--- config.mk ---
export PLATFORM = sky130hd
export DESIGN_NAME = drive_state_stepper
export DESIGN_NICKNAME = d
export VERILOG_FILES = /design/src/design/dss_pkg.sv /design/src/design/drive_state_stepper.sv /design/src/design/dss_step.sv
export SDC_FILE = /design/constraint.sdc
export NUM_CORES = 1
export LEC_CHECK = 0
export BUFFER_PORTS_ARGS = -buffer_cell sky130_fd_sc_hd__buf_2
export CAP_MARGIN = 20
export CORE_UTILIZATION = 45
export DETAILED_ROUTE_END_ITERATION = 8
export GPL_TIMING_DRIVEN = 0
export PLACE_DENSITY_LB_ADDON = 0.15
export RECOVER_POWER = 25
export SLEW_MARGIN = 20
export SYNTH_ARGS = -nofsm -noshare
export SYNTH_HDL_FRONTEND = slang
export SYNTH_SLANG_ARGS = --single-unit
--- constraint.sdc ---
create_clock -name clk_i -period 9.73 [get_ports clk_i]
set_input_delay 1.4595 -clock clk_i [delete_from_list [all_inputs] [get_ports clk_i]]
set_output_delay 1.4595 -clock clk_i [all_outputs]
set_load 0.05 [all_outputs]
--- src/design/dss_pkg.sv ---
// types, state and command codes and the step table of the drive state stepper
`default_nettype none
package dss_pkg;

  typedef enum logic [2:0] {
    ST_NOT_READY      = 3'd0,
    ST_DISABLED       = 3'd1,
    ST_READY          = 3'd2,
    ST_SWITCHED_ON    = 3'd3,
    ST_ENABLED        = 3'd4,
    ST_QUICK_STOP     = 3'd5,
    ST_FAULT_REACTION = 3'd6,
    ST_FAULT          = 3'd7
  } drive_state_e;

  typedef enum logic [2:0] {
    CMD_NONE            = 3'd0,
    CMD_SHUTDOWN        = 3'd1,
    CMD_SWITCH_ON       = 3'd2,
    CMD_ENABLE_OP       = 3'd3,
    CMD_DISABLE_OP      = 3'd4,
    CMD_DISABLE_VOLTAGE = 3'd5
  } command_e;

  typedef struct packed {
    logic [15:0] status_word;
    logic [2:0]  required_state;
  } dss_in_t;

  typedef struct packed {
    logic [2:0]  current_state;
    logic        state_known;
    logic [2:0]  next_state;
    logic [2:0]  command_sent;
    logic [15:0] control_word;
  } dss_out_t;

  // row: current state, column: required state
  localparam logic [2:0] STEP_TABLE [0:7][0:7] = '{
    '{3'd0, 3'd1, 3'd1, 3'd1, 3'd1, 3'd0, 3'd0, 3'd0},
    '{3'd1, 3'd1, 3'd2, 3'd2, 3'd2, 3'd1, 3'd1, 3'd1},
    '{3'd2, 3'd1, 3'd2, 3'd3, 3'd3, 3'd2, 3'd2, 3'd2},
    '{3'd3, 3'd2, 3'd2, 3'd3, 3'd4, 3'd3, 3'd3, 3'd3},
    '{3'd4, 3'd3, 3'd3, 3'd3, 3'd4, 3'd5, 3'd4, 3'd4},
    '{3'd5, 3'd1, 3'd5, 3'd5, 3'd5, 3'd5, 3'd5, 3'd5},
    '{3'd6, 3'd6, 3'd6, 3'd6, 3'd6, 3'd6, 3'd6, 3'd7},
    '{3'd7, 3'd1, 3'd7, 3'd7, 3'd7, 3'd7, 3'd7, 3'd7}
  };

endpackage
`default_nettype wire

--- src/design/drive_state_stepper.sv ---
// top level: item register, step logic, result register and kept control word
// an accepted item waits in the item register until the result register is free, then is stepped and registered
// throughput: one item per cycle while the result stage is not stalled; the control word register is the only loop
// reset: both stages empty, control word cleared to zero
// stall on the input follows the result stage only when both stages are full
`default_nettype none
module drive_state_stepper (
  input  wire logic              clk_i,
  input  wire logic              rst_ni,
  input  wire logic              in_valid_i,
  output logic                   in_stall_o,
  input  wire dss_pkg::dss_in_t  in_item_i,
  output logic                   out_valid_o,
  input  wire logic              out_stall_i,
  output dss_pkg::dss_out_t      out_item_o
);

  logic              in_valid_q;
  dss_pkg::dss_in_t  in_item_q;
  logic              out_valid_q;
  dss_pkg::dss_out_t out_item_q;
  logic [15:0]       cw_q;
  dss_pkg::dss_out_t step_result;
  logic              out_free;
  logic              move;
  logic              in_take;

  assign out_free   = !out_valid_q || !out_stall_i;
  assign move       = in_valid_q && out_free;
  assign in_stall_o = in_valid_q && !out_free;
  assign in_take    = in_valid_i && !in_stall_o;

  dss_step u_step (
    .item_i   (in_item_q),
    .cw_i     (cw_q),
    .result_o (step_result)
  );

  always_ff @(posedge clk_i or negedge rst_ni) begin
    if (!rst_ni) begin
      in_valid_q  <= 1'b0;
      out_valid_q <= 1'b0;
      cw_q        <= 16'h0000;
    end else begin
      if (in_take) begin
        in_valid_q <= 1'b1;
      end else if (move) begin
        in_valid_q <= 1'b0;
      end
      if (move) begin
        out_valid_q <= 1'b1;
        cw_q        <= step_result.control_word;
      end else if (out_free) begin
        out_valid_q <= 1'b0;
      end
    end
  end

  always_ff @(posedge clk_i) begin
    if (in_take) begin
      in_item_q <= in_item_i;
    end
    if (move) begin
      out_item_q <= step_result;
    end
  end

  assign out_valid_o = out_valid_q;
  assign out_item_o  = out_item_q;

  a_unknown_no_cmd: assert property (@(posedge clk_i) disable iff (!rst_ni)
    (out_valid_q && !out_item_q.state_known) |->
      (out_item_q.command_sent == dss_pkg::CMD_NONE &&
       out_item_q.next_state == dss_pkg::ST_NOT_READY))
    else $error("unknown status word produced a command or next state");

  a_cmd_clears_b7: assert property (@(posedge clk_i) disable iff (!rst_ni)
    (out_valid_q && out_item_q.command_sent != dss_pkg::CMD_NONE) |->
      !out_item_q.control_word[7])
    else $error("command left control word bit 7 set");

  a_cw_only_on_move: assert property (@(posedge clk_i) disable iff (!rst_ni)
    !move |=> $stable(cw_q))
    else $error("control word changed without an item passing");

  a_result_cw_matches: assert property (@(posedge clk_i) disable iff (!rst_ni)
    move |=> (out_item_q.control_word == cw_q))
    else $error("result control word differs from kept control word");

  a_reached_no_cmd: assert property (@(posedge clk_i) disable iff (!rst_ni)
    (out_valid_q && out_item_q.current_state == out_item_q.next_state) |->
      out_item_q.command_sent == dss_pkg::CMD_NONE)
    else $error("command issued with no state change");

endmodule
`default_nettype wire

--- src/design/dss_step.sv ---
// status decode, table step, command select and control word update for one item
`default_nettype none
module dss_step (
  input  wire dss_pkg::dss_in_t  item_i,
  input  wire logic [15:0]       cw_i,
  output dss_pkg::dss_out_t      result_o
);

  logic                  b0, b1, b2, b3, b5, b6;
  logic                  known;
  dss_pkg::drive_state_e cur;
  dss_pkg::drive_state_e nxt;
  dss_pkg::command_e     cmd;
  logic [15:0]           cw_new;

  assign b0 = item_i.status_word[0];
  assign b1 = item_i.status_word[1];
  assign b2 = item_i.status_word[2];
  assign b3 = item_i.status_word[3];
  assign b5 = item_i.status_word[5];
  assign b6 = item_i.status_word[6];

  // first matching pattern wins
  always_comb begin
    known = 1'b1;
    cur   = dss_pkg::ST_NOT_READY;
    if (!b6 && !b3 && !b2 && !b1 && !b0) begin
      cur = dss_pkg::ST_NOT_READY;
    end else if (b6 && !b3 && !b2 && !b1 && !b0) begin
      cur = dss_pkg::ST_DISABLED;
    end else if (!b6 && b5 && !b3 && !b2 && !b1 && b0) begin
      cur = dss_pkg::ST_READY;
    end else if (!b6 && b5 && !b3 && !b2 && b1 && b0) begin
      cur = dss_pkg::ST_SWITCHED_ON;
    end else if (!b6 && b5 && !b3 && b2 && b1 && b0) begin
      cur = dss_pkg::ST_ENABLED;
    end else if (!b6 && !b5 && !b3 && b2 && b1 && b0) begin
      cur = dss_pkg::ST_QUICK_STOP;
    end else if (!b6 && b3 && b2 && b1 && b0) begin
      cur = dss_pkg::ST_FAULT_REACTION;
    end else if (!b6 && b3 && !b2 && !b1 && !b0) begin
      cur = dss_pkg::ST_FAULT;
    end else begin
      known = 1'b0;
    end
  end

  always_comb begin
    nxt = dss_pkg::ST_NOT_READY;
    cmd = dss_pkg::CMD_NONE;
    if (known) begin
      nxt = dss_pkg::drive_state_e'(dss_pkg::STEP_TABLE[cur][item_i.required_state]);
      if (cur == dss_pkg::ST_DISABLED && nxt == dss_pkg::ST_READY) begin
        cmd = dss_pkg::CMD_SHUTDOWN;
      end else if (cur == dss_pkg::ST_READY && nxt == dss_pkg::ST_SWITCHED_ON) begin
        cmd = dss_pkg::CMD_SWITCH_ON;
      end else if (cur == dss_pkg::ST_SWITCHED_ON && nxt == dss_pkg::ST_ENABLED) begin
        cmd = dss_pkg::CMD_ENABLE_OP;
      end else if (cur == dss_pkg::ST_ENABLED && nxt == dss_pkg::ST_SWITCHED_ON) begin
        cmd = dss_pkg::CMD_DISABLE_OP;
      end else if (cur == dss_pkg::ST_SWITCHED_ON && nxt == dss_pkg::ST_READY) begin
        cmd = dss_pkg::CMD_DISABLE_VOLTAGE;
      end
    end
  end

  always_comb begin
    unique case (cmd)
      dss_pkg::CMD_SHUTDOWN:        cw_new = (cw_i & ~16'h0081) | 16'h0006;
      dss_pkg::CMD_SWITCH_ON:       cw_new = (cw_i & ~16'h0088) | 16'h0007;
      dss_pkg::CMD_ENABLE_OP:       cw_new = (cw_i & ~16'h0080) | 16'h000F;
      dss_pkg::CMD_DISABLE_OP:      cw_new = (cw_i & ~16'h0088) | 16'h0007;
      dss_pkg::CMD_DISABLE_VOLTAGE: cw_new = cw_i & ~16'h0082;
      default:                      cw_new = cw_i;
    endcase
  end

  always_comb begin
    result_o.current_state = cur;
    result_o.state_known   = known;
    result_o.next_state    = nxt;
    result_o.command_sent  = cmd;
    result_o.control_word  = cw_new;
  end

endmodule
`default_nettype wire
==> metrics, run 1 <==
top-area cell type share of the netlist area=37.3%; placed wire-length estimate=2.74 mm; Min Clock Period, post-route=3.75 ns; Synth area leaders=edfxtp_1 (37%), dfrtp_1 (9.1%), ha_1 (4.5%), buf_4 (4.3%), inv_1 (2.9%); Layout Area Growth over Synthesis=16.9%; end of the worst hold path=cw_q[2]; clk_skew=roughly 0.0052 ns; Remaining Overflow, GRT=0; Crit Path Class=flip-flop to flip-flop; Clock Latency Late Sink=roughly 0.28 ns; first-pass GRT wire length=5.97 mm; number of antenna violations at the first check in global routing=0; CTS tree=done; R2R Path End=out_item_o[2]; Clock Pin Slew Worst Setup and Hold Paths=0.06 ns; commonest cells after routing, fill and taps aside=buf_2 (28), edfxtp_1 (24), inv_1 (15), nor2_1 (15); Die X=between 60 and 70 um; Setup crit end kind=flip-flop; Hold WC Path Type=flip-flop to flip-flop; Cell Pwr Density=155 nW/um^2; Distinct cells, synth=60; Hold Crit Start=cw_q[2]; Setup crit start=in_item_q[3]; Slew Limit Fails=0; H-Tree Depth=2; vias in the first global route=around 1300; average wire per standard cell=between 10 and 15 um; leak pwr=0.988 nW; Fin Setup TNS=0 ns; crit-path cells=buf_6 > or4b_4 > mux2i_1 > or2_2 > inv_1 > ha_1 > nand2_1 > o21ai_0 > o22ai_2 > or3_4 > nor2_1 > nand2_1 > a21o_1; EDFF count, synth=24; worst relative slew slack=roughly two fifths; status=finished, final reports clean; FILL cells=375; #FFs+latches synth=31; worst r2r src=in_item_q[3]; pin count of the biggest net entering global routing=24; Top Ports=51; Final Cycle Share=38.6%; iteration count of the initial detailed-routing pass=4; share of cells above drive strength 1=31.7%; Syn Inst Count=around 180; maximum VDD drop=92.6 uV; Post-synth top flop=edfxtp_1; CTS Buffer Depth=2; # diodes=0; total CTS buffers=5; Overall Power=between 300 and 400 uW; Hold-fix buffers, CTS=0; asr flop ratio synth=22.6%; DRC errors left=0; Rows=23; Core ar.=4060 sq um; RSZ-0062 raised after global routing=no; sequential-to-total area share from yosys stat=46.4%; initial core utilization=between 40% and 50%; worst slew pin tran=0.902 ns; Critical Path Max Stage Delay=0.56 ns; leading cell type in the layout, fill and taps excluded=buf_2; CTS sink count=31; Final nets=around 250; flop-to-flop setup slack=5.98 ns; final hold violations=0; Reg2Reg Depth=13; Ys Warns=0; Vias/cell=5.19; Netlist Area Pre-Place=slightly below 2000 sq um; Inst Count DP=roughly 270; final non-filler cell total=274; CP startpoint kind=flip-flop; # setup viols final=0; detailed-route wire length=~3.6 mm; post_cts resized=0; crit-path max FO=10; Worst path slowest cell=or4b_4; antenna viol nets, final=0; Critical Path RT=9.77 ns; global placer's final weighted congestion=0.867; CP arrival=3.79 ns; via count=around 1400; First DRT Iteration DRCs=47; Post-CTS Setup Inserts=0; DIE HEIGHT=67.5 um; total track usage=17.7%; PortBufs=29; Max-Cap Viols=0; hold path depth=1; CTS root buffer=clkbuf_8; Top cell by count, worst path=nand2_1; syn_area_per_cell=approximately 11 sq um; cell taking the most area after synthesis=edfxtp_1; die area=4560 sq um; fmax=267 MHz
-- worst max-delay path by stage --
stage                    endpoint  slack [ns]  cells after the start
floorplan              in_stall_o        6.39                      2
finish              out_item_o[2]        5.98                     13
CTS                 out_item_o[2]        5.99                     13
global route        out_item_o[2]        5.72                     13
global placement    out_item_o[2]        6.14                     13
detailed placement  out_item_o[2]        6.00                     13
-- critical path: cells and delay by family (launching register included) --
kind	cells	cell delay [ns]
compound gates	3	0.60
fa+ha+maj	1	0.33
buf+inv	2	0.27
flops	1	0.44
mux	1	0.27
simple gates	6	1.59
-- area by class of cell --
cell class	instances	area (sq um)	share of cell area, %
sequential	31	896	39.7
tap	50	62.6	2.77
timing repair buffer	29	143	6.32
inverter	16	60.1	2.66
clock buffer	6	82.6	3.66
multi-input combinational	123	880	39.0
clock inverter	2	11.3	0.499
buffer	17	123	5.43
-- registers in the layout (all words and copies together), names as in the netlist --
register     count
in_valid_q       1
in_item_q        9
out_item_o      15
out_valid_o      1
cw_q             5
-- metal layers --
| layer | wire length (um) | global-route usage, % | share of wire (%) |
|---|---|---|---|
| met1 | 1590 | 21.7 | 44 |
| met2 | 1840 | 29.7 | 51 |
| met3 | 144 | 4.56 | 4.0 |
| met4 | 22 | 6.65 | 0.61 |
| met5 | 0 | 0 | 0 |
-- cells by family after synthesis --
group	count (synthesis)	synth area share [%]
simple gates	58	18.1
fa+ha+maj	7	4.54
flops	31	46.4
mux	2	1.68
buf+inv	33	9.40
xor+xnor	1	0.454
compound gates	44	19.2
other cells	1	0.194
-- cells in the mapped netlist, drive strengths merged (2+ instances only) --
cell type / number
o22ai: 3
a211o: 2
nand3: 5
o21ai: 7
and3: 3
nand2: 10
o211ai: 4
mux2i: 2
or2: 2
edfxtp: 24
o21a: 2
a21oi: 7
nand2b: 3
buf: 14
nor2: 17
and2: 3
a31o: 3
clkbuf: 3
a31oi: 3
ha: 7
or4b: 2
dfrtp: 7
inv: 16
o41a: 2
or3: 2
nor3: 2
or4: 2
-- power breakdown --
| group | internal [mW] | total [mW] | leakage [nW] | switching, mW |
|---|---|---|---|---|
| clock network | 0.0563 | 0.103 | 0.0449 | 0.0468 |
| registers | 0.157 | 0.162 | 0.321 | 0.00546 |
| logic | 0.0253 | 0.0845 | 0.622 | 0.0592 |
-- stage by stage --
step / utilization [%] / setup slack (ns) / area [sq um] / hold WS (ns)
5_1_grt: 55.6 / 5.72 / 2260 / 0.494
3_5_place_dp: 53.6 / 6.00 / 2180 / 0.468
3_3_place_gp: 53.6 / 6.14 / 2180 / 0.452
6_report: 55.6 / 5.98 / 2260 / 0.474
2_1_floorplan: - / 6.39 / 1970 / 0.443
4_1_cts: 55.9 / 5.99 / 2270 / 0.482
(Power assumes the default switching activity.)
==> run 2: changes to the inputs <==
==> constraint.sdc (replaced) <==
create_clock -name clk_i -period 3.8 [get_ports clk_i]
set_input_delay 0.57 -clock clk_i [delete_from_list [all_inputs] [get_ports clk_i]]
set_output_delay 0.57 -clock clk_i [all_outputs]
set_load 0.05 [all_outputs]
==> run 2 against run 1 <==
Net effect:
- maximum frequency up 5.0%
- first-iteration DRC count down 8.5%
- design area up 0.83%
- wire length about the same
- largest cell class is now multi-input combinational cells
- largest power group unchanged
- global-route usage did not move
- clock-buffer cell count stayed put
==> metrics, run 2 (synthesized netlist as in run 1, its figures left out) <==
CP arrival=about 3.6 ns; FILL cells=371; antenna viol nets, final=0; clk_skew=0.00518 ns; Clock Pin Slew Worst Setup and Hold Paths=about 0.070 ns; Layout Area Growth over Synthesis=17.9%; crit-path max FO=10; Overall Power=897 uW; Crit Path Class=flip-flop to flip-flop; DIE HEIGHT=67.5 um; Die X=between 60 and 70 um; flop-to-flop setup slack=0.23 ns; Rows=23; first-pass GRT wire length=5.97 mm; Final Cycle Share=between 90% and 100%; iteration count of the initial detailed-routing pass=4; total track usage=17.7%; commonest cells after routing, fill and taps aside=buf_2 (29), edfxtp_1 (24), inv_1 (15); DRC errors left=0; Max-Cap Viols=0; vias in the first global route=between 1000 and 1500; Core ar.=4060 sq um; status=finished, final reports clean; detailed-route wire length=3.61 mm; leak pwr=0.990 nW; worst slew pin tran=0.528 ns; # setup viols final=0; initial core utilization=47.6%; total CTS buffers=5; Fin Setup TNS=0 ns; Hold WC Path Type=input pin to asynchronous set/reset pin; share of cells above drive strength 1=33.5%; fmax=280 MHz; CTS root buffer=clkbuf_8; Vias/cell=slightly above 5; CP startpoint kind=flip-flop; CTS tree=done; fin util=56.1%; average wire per standard cell=13.2 um; global placer's final weighted congestion=slightly below 0.9; First DRT Iteration DRCs=43; RSZ-0062 raised after global routing=no; multi-input logic area=897 sq um; placed wire-length estimate=approximately 2.7 mm; Clock Latency Late Sink=0.28 ns; worst relative slew slack=64.8%; CTS Buffer Depth=2; # diodes=0; Top Ports=51; die area=4560 sq um; H-Tree Depth=2; final hold violations=0; number of antenna violations at the first check in global routing=0; Post-CTS Setup Inserts=0; Remaining Overflow, GRT=0; Slew Limit Fails=0; max reg flops=15; register area=896 sq um; PortBufs=29; via count=1416; Min Clock Period, post-route=3.57 ns; maximum VDD drop=between 200 and 250 uV; CTS sink count=31; pin count of the biggest net entering global routing=24; Cell Pwr Density=394 nW/um^2; Setup crit end kind=flip-flop; leading cell type in the layout, fill and taps excluded=buf_2; Final nets=253; Critical Path RT=approximately 3.8 ns
==> run 2: cell types whose count changed in the layout (fill, tap and decap cells not counted) <==
cell,before,now
nor2_2,2,3
nor2_1,15,14
clkbuf_1,4,3
and2_0,0,1
o21ai_4,0,1
o21ai_1,1,2
buf_2,28,29
mux2i_1,1,0
and2_1,3,2
o21ai_0,6,4
mux2i_2,0,1
==> run 2: stage by stage <==
stage | setup slack, ns | hold slack [ns] | instance area (sq um) | std cells
after floorplan | 0.499 | 0.274 | 1970 | 187
after global placement | 0.207 | 0.409 | 2180 | 266
after detailed placement | 0.0711 | 0.412 | 2180 | 266
after CTS | 0.0583 | 0.107 | 2270 | 274
after global routing | 0.0155 | 0.183 | 2280 | 274
final | 0.228 | 0.179 | 2280 | 274
==> run 2: report_power, final <==
group          switching, mW  leakage (nW)  internal (mW)
sequential            0.0139         0.321          0.401
combinational          0.153         0.624         0.0656
clock                  0.119        0.0449          0.144
total                  0.286         0.990          0.611
==> run 2: metal layers <==
metal,track usage (%),up-vias,routed length [um]
li1,-,715,-
met1,21.7,657,1600
met2,29.7,40,1840
met3,4.56,4,145
met4,6.65,0,21
met5,0,-,0
==> run 2: final cells by class <==
type | count | area share, %
multi-input cells | 123 | 39.4
flip-flops and latches | 31 | 39.4
repair buffers | 29 | 6.32
plain buffers | 17 | 5.39
clock buffers | 6 | 3.63
well taps | 50 | 2.75
inverters | 16 | 2.64
clock inverters | 2 | 0.495
==> run 2: critical path, stage by stage (launching register included) <==
cell	delay, ns
edfxtp_1	0.44
buf_6	0.17
or4b_4	0.57
a31o_2	0.29
inv_1	0.14
ha_1	0.22
inv_1	0.10
o2111a_1	0.30
o41ai_4	0.54
a211oi_2	0.11
nand2b_2	0.25
o21a_1	0.19
==> run 2: final timing paths <==
kind / start / to / depth (start not counted)
setup / recovery: in_item_q[3] / out_item_o[1] / 11
hold / removal: rst_ni / cw_q[0] / 1
setup reg to reg: in_item_q[3] / out_item_o[1] / 11
hold reg to reg: cw_q[2] / cw_q[2] / 1
max in group asynchronous: rst_ni / cw_q[7] / 1
min in group clk_i: in_item_i[5] / in_item_q[5] / 1
==> run 2: timing repair <==
item,in CTS,in global routing
hold buffers,0,0
resized for setup,0,3
endpoints found under the setup margin,0,8
==> run 3: changes to the inputs <==
--- a/config.mk
+++ b/config.mk
@@ -7,7 +7,7 @@
 export LEC_CHECK = 0
 export BUFFER_PORTS_ARGS = -buffer_cell sky130_fd_sc_hd__buf_2
 export CAP_MARGIN = 20
-export CORE_UTILIZATION = 45
+export CORE_UTILIZATION = 50
 export DETAILED_ROUTE_END_ITERATION = 8
 export GPL_TIMING_DRIVEN = 0
 export PLACE_DENSITY_LB_ADDON = 0.15
==> run 3 against run 2 <==
Net effect:
- worst setup slack got worse by 0.020 ns
- clock power decreased by 9.5%
- sequential power about the same
- non-clock buffer count unchanged
- total power decreased by 2.3%
- global-route usage increased by 1.7 points
- largest cell class unchanged
- largest power group unchanged
==> metrics, run 3 (synthesized netlist as in run 1, its figures left out) <==
maximum VDD drop=approximately 250 uV; RSZ-0062 raised after global routing=no; FILL cells=315; Top Ports=between 50 and 60; leading cell type in the layout, fill and taps excluded=buf_2; Clock Latency Late Sink=between 0.2 and 0.3 ns; Critical Path RT=3.83 ns; Hold WC Path Type=input pin to asynchronous set/reset pin; Rows=22; share of cells above drive strength 1=approximately 33%; Reg2Reg Depth=11; CP startpoint kind=flip-flop; CTS tree=done; pin count of the biggest net entering global routing=24; # diodes=0; Crit Path Class=flip-flop to flip-flop; final hold violations=0; Overall Power=876 uW; Final Instance Area=2290 sq um; global placer's final weighted congestion=0.869; Final Cycle Share=roughly 95%; first-pass GRT wire length=between 6 and 7 mm; PortBufs=29; Remaining Overflow, GRT=0; CTS root buffer=clkbuf_8; Worst setup endpoint=out_item_o[0]; worst r2r src=in_item_q[3]; flop-to-flop setup slack=0.21 ns; die area=4110 sq um; leak pwr=0.987 nW; CTS Buffer Depth=2; # setup viols final=0; CP arrival=3.63 ns; vias in the first global route=roughly 1400; Core ar.=3690 sq um; Final nets=roughly 250; Slew Limit Fails=0; Layout Area Growth over Synthesis=18.5%; crit-path max FO=10; commonest cells after routing, fill and taps aside=buf_2 (29), edfxtp_1 (24), inv_1 (15); First DRT Iteration DRCs=73; worst slew pin tran=0.542 ns; via count=about 1500; iteration count of the initial detailed-routing pass=4; Post-DP Area=~2200 sq um; CTS sink count=31; Max-Cap Viols=0; Die X=64.1 um; Post-CTS Setup Inserts=0; clk_skew=0.00202 ns; detailed-route wire length=3.46 mm; max reg flops=15; Vias/cell=approximately 5.5; number of antenna violations at the first check in global routing=0; status=finished, final reports clean; Fin Setup TNS=0 ns; placed wire-length estimate=between 2 and 3 mm; total track usage=19.4%; total CTS buffers=5; Clock Pin Slew Worst Setup and Hold Paths=0.06 ns; Cell Pwr Density=383 nW/um^2; initial core utilization=52.3%; Min Clock Period, post-route=3.59 ns; fmax=278 MHz; R2R Path End=out_item_o[0]; average wire per standard cell=~13 um; antenna viol nets, final=0; Setup crit end kind=flip-flop; H-Tree Depth=2; worst relative slew slack=63.8%; DIE HEIGHT=64.1 um; DRC errors left=0; Setup crit start=in_item_q[3]; minimum hold slack=~0.17 ns
==> run 3: cell count changes in the layout (fill, tap and decap cells not counted), sizes merged <==
cell / previous run / this run
clkbuf: 10 / 9
clkinv: 1 / 2
==> run 3: metrics by stage <==
step / worst slack, ns / utilization, % / instances
floorplan: 0.499 / - / 187
global placement: 0.218 / 58.9 / 264
detailed placement: 0.0795 / 58.9 / 264
CTS: 0.0590 / 61.2 / 272
global route: 0.00940 / 62.0 / 272
finish: 0.209 / 62.0 / 272
==> run 3: metal layers <==
| layer | track usage, % | up-vias | routed length [um] | part of all wire [%] |
|---|---|---|---|---|
| met2 | 32.2 | 56 | 1700 | 49 |
| li1 | - | 719 | - | - |
| met4 | 7.50 | 0 | 74 | 2.1 |
| met5 | 0 | - | 0 | 0 |
| met3 | 6.07 | 10 | 191 | 5.5 |
| met1 | 23.6 | 698 | 1490 | 43 |
==> run 3: cell type report <==
class,count,area [sq um],area share [%]
clock buffer,5,68.8,3.01
multi-input combinational,123,921,40.3
buffer,17,123,5.36
inverter,16,60.1,2.63
sequential,31,896,39.2
timing repair buffer,29,144,6.29
clock inverter,3,15.0,0.656
tap,48,60.1,2.63
==> run 3: repair_timing <==
item	CTS	global route
hold buffers	0	0
setup endpoints to repair	0	10
resized for setup	0	7
endpoints found under the hold margin	0	0
==> run 3: worst min path at each step <==
stage	startpoint	endpoint	slack, ns	cells after the start
final	rst_ni	cw_q[3]	0.17	1
after global routing	rst_ni	cw_q[0]	0.19	1
after CTS	rst_ni	cw_q[0]	0.11	1
after detailed placement	rst_ni	cw_q[3]	0.41	1
after global placement	rst_ni	cw_q[3]	0.41	1
after floorplan	rst_ni	cw_q[0]	0.27	0
==> run 3: worst max-delay path, cell delays in order, from the launching register on <==
cell and delay (ns):
edfxtp_1 0.44, buf_6 0.17, or4b_4 0.58, a31o_2 0.28
inv_1 0.17, ha_1 0.23, inv_1 0.11, o2111a_1 0.30
o41ai_4 0.46, nand3_1 0.30, o21ai_0 0.23, nand2_1 0.07
==> run 3: power breakdown <==
group | switching (mW) | total [mW] | leakage, nW | internal [mW]
Combinational | 0.155 | 0.222 | 0.626 | 0.0671
Clock | 0.115 | 0.239 | 0.0392 | 0.124
Sequential | 0.0140 | 0.415 | 0.321 | 0.401
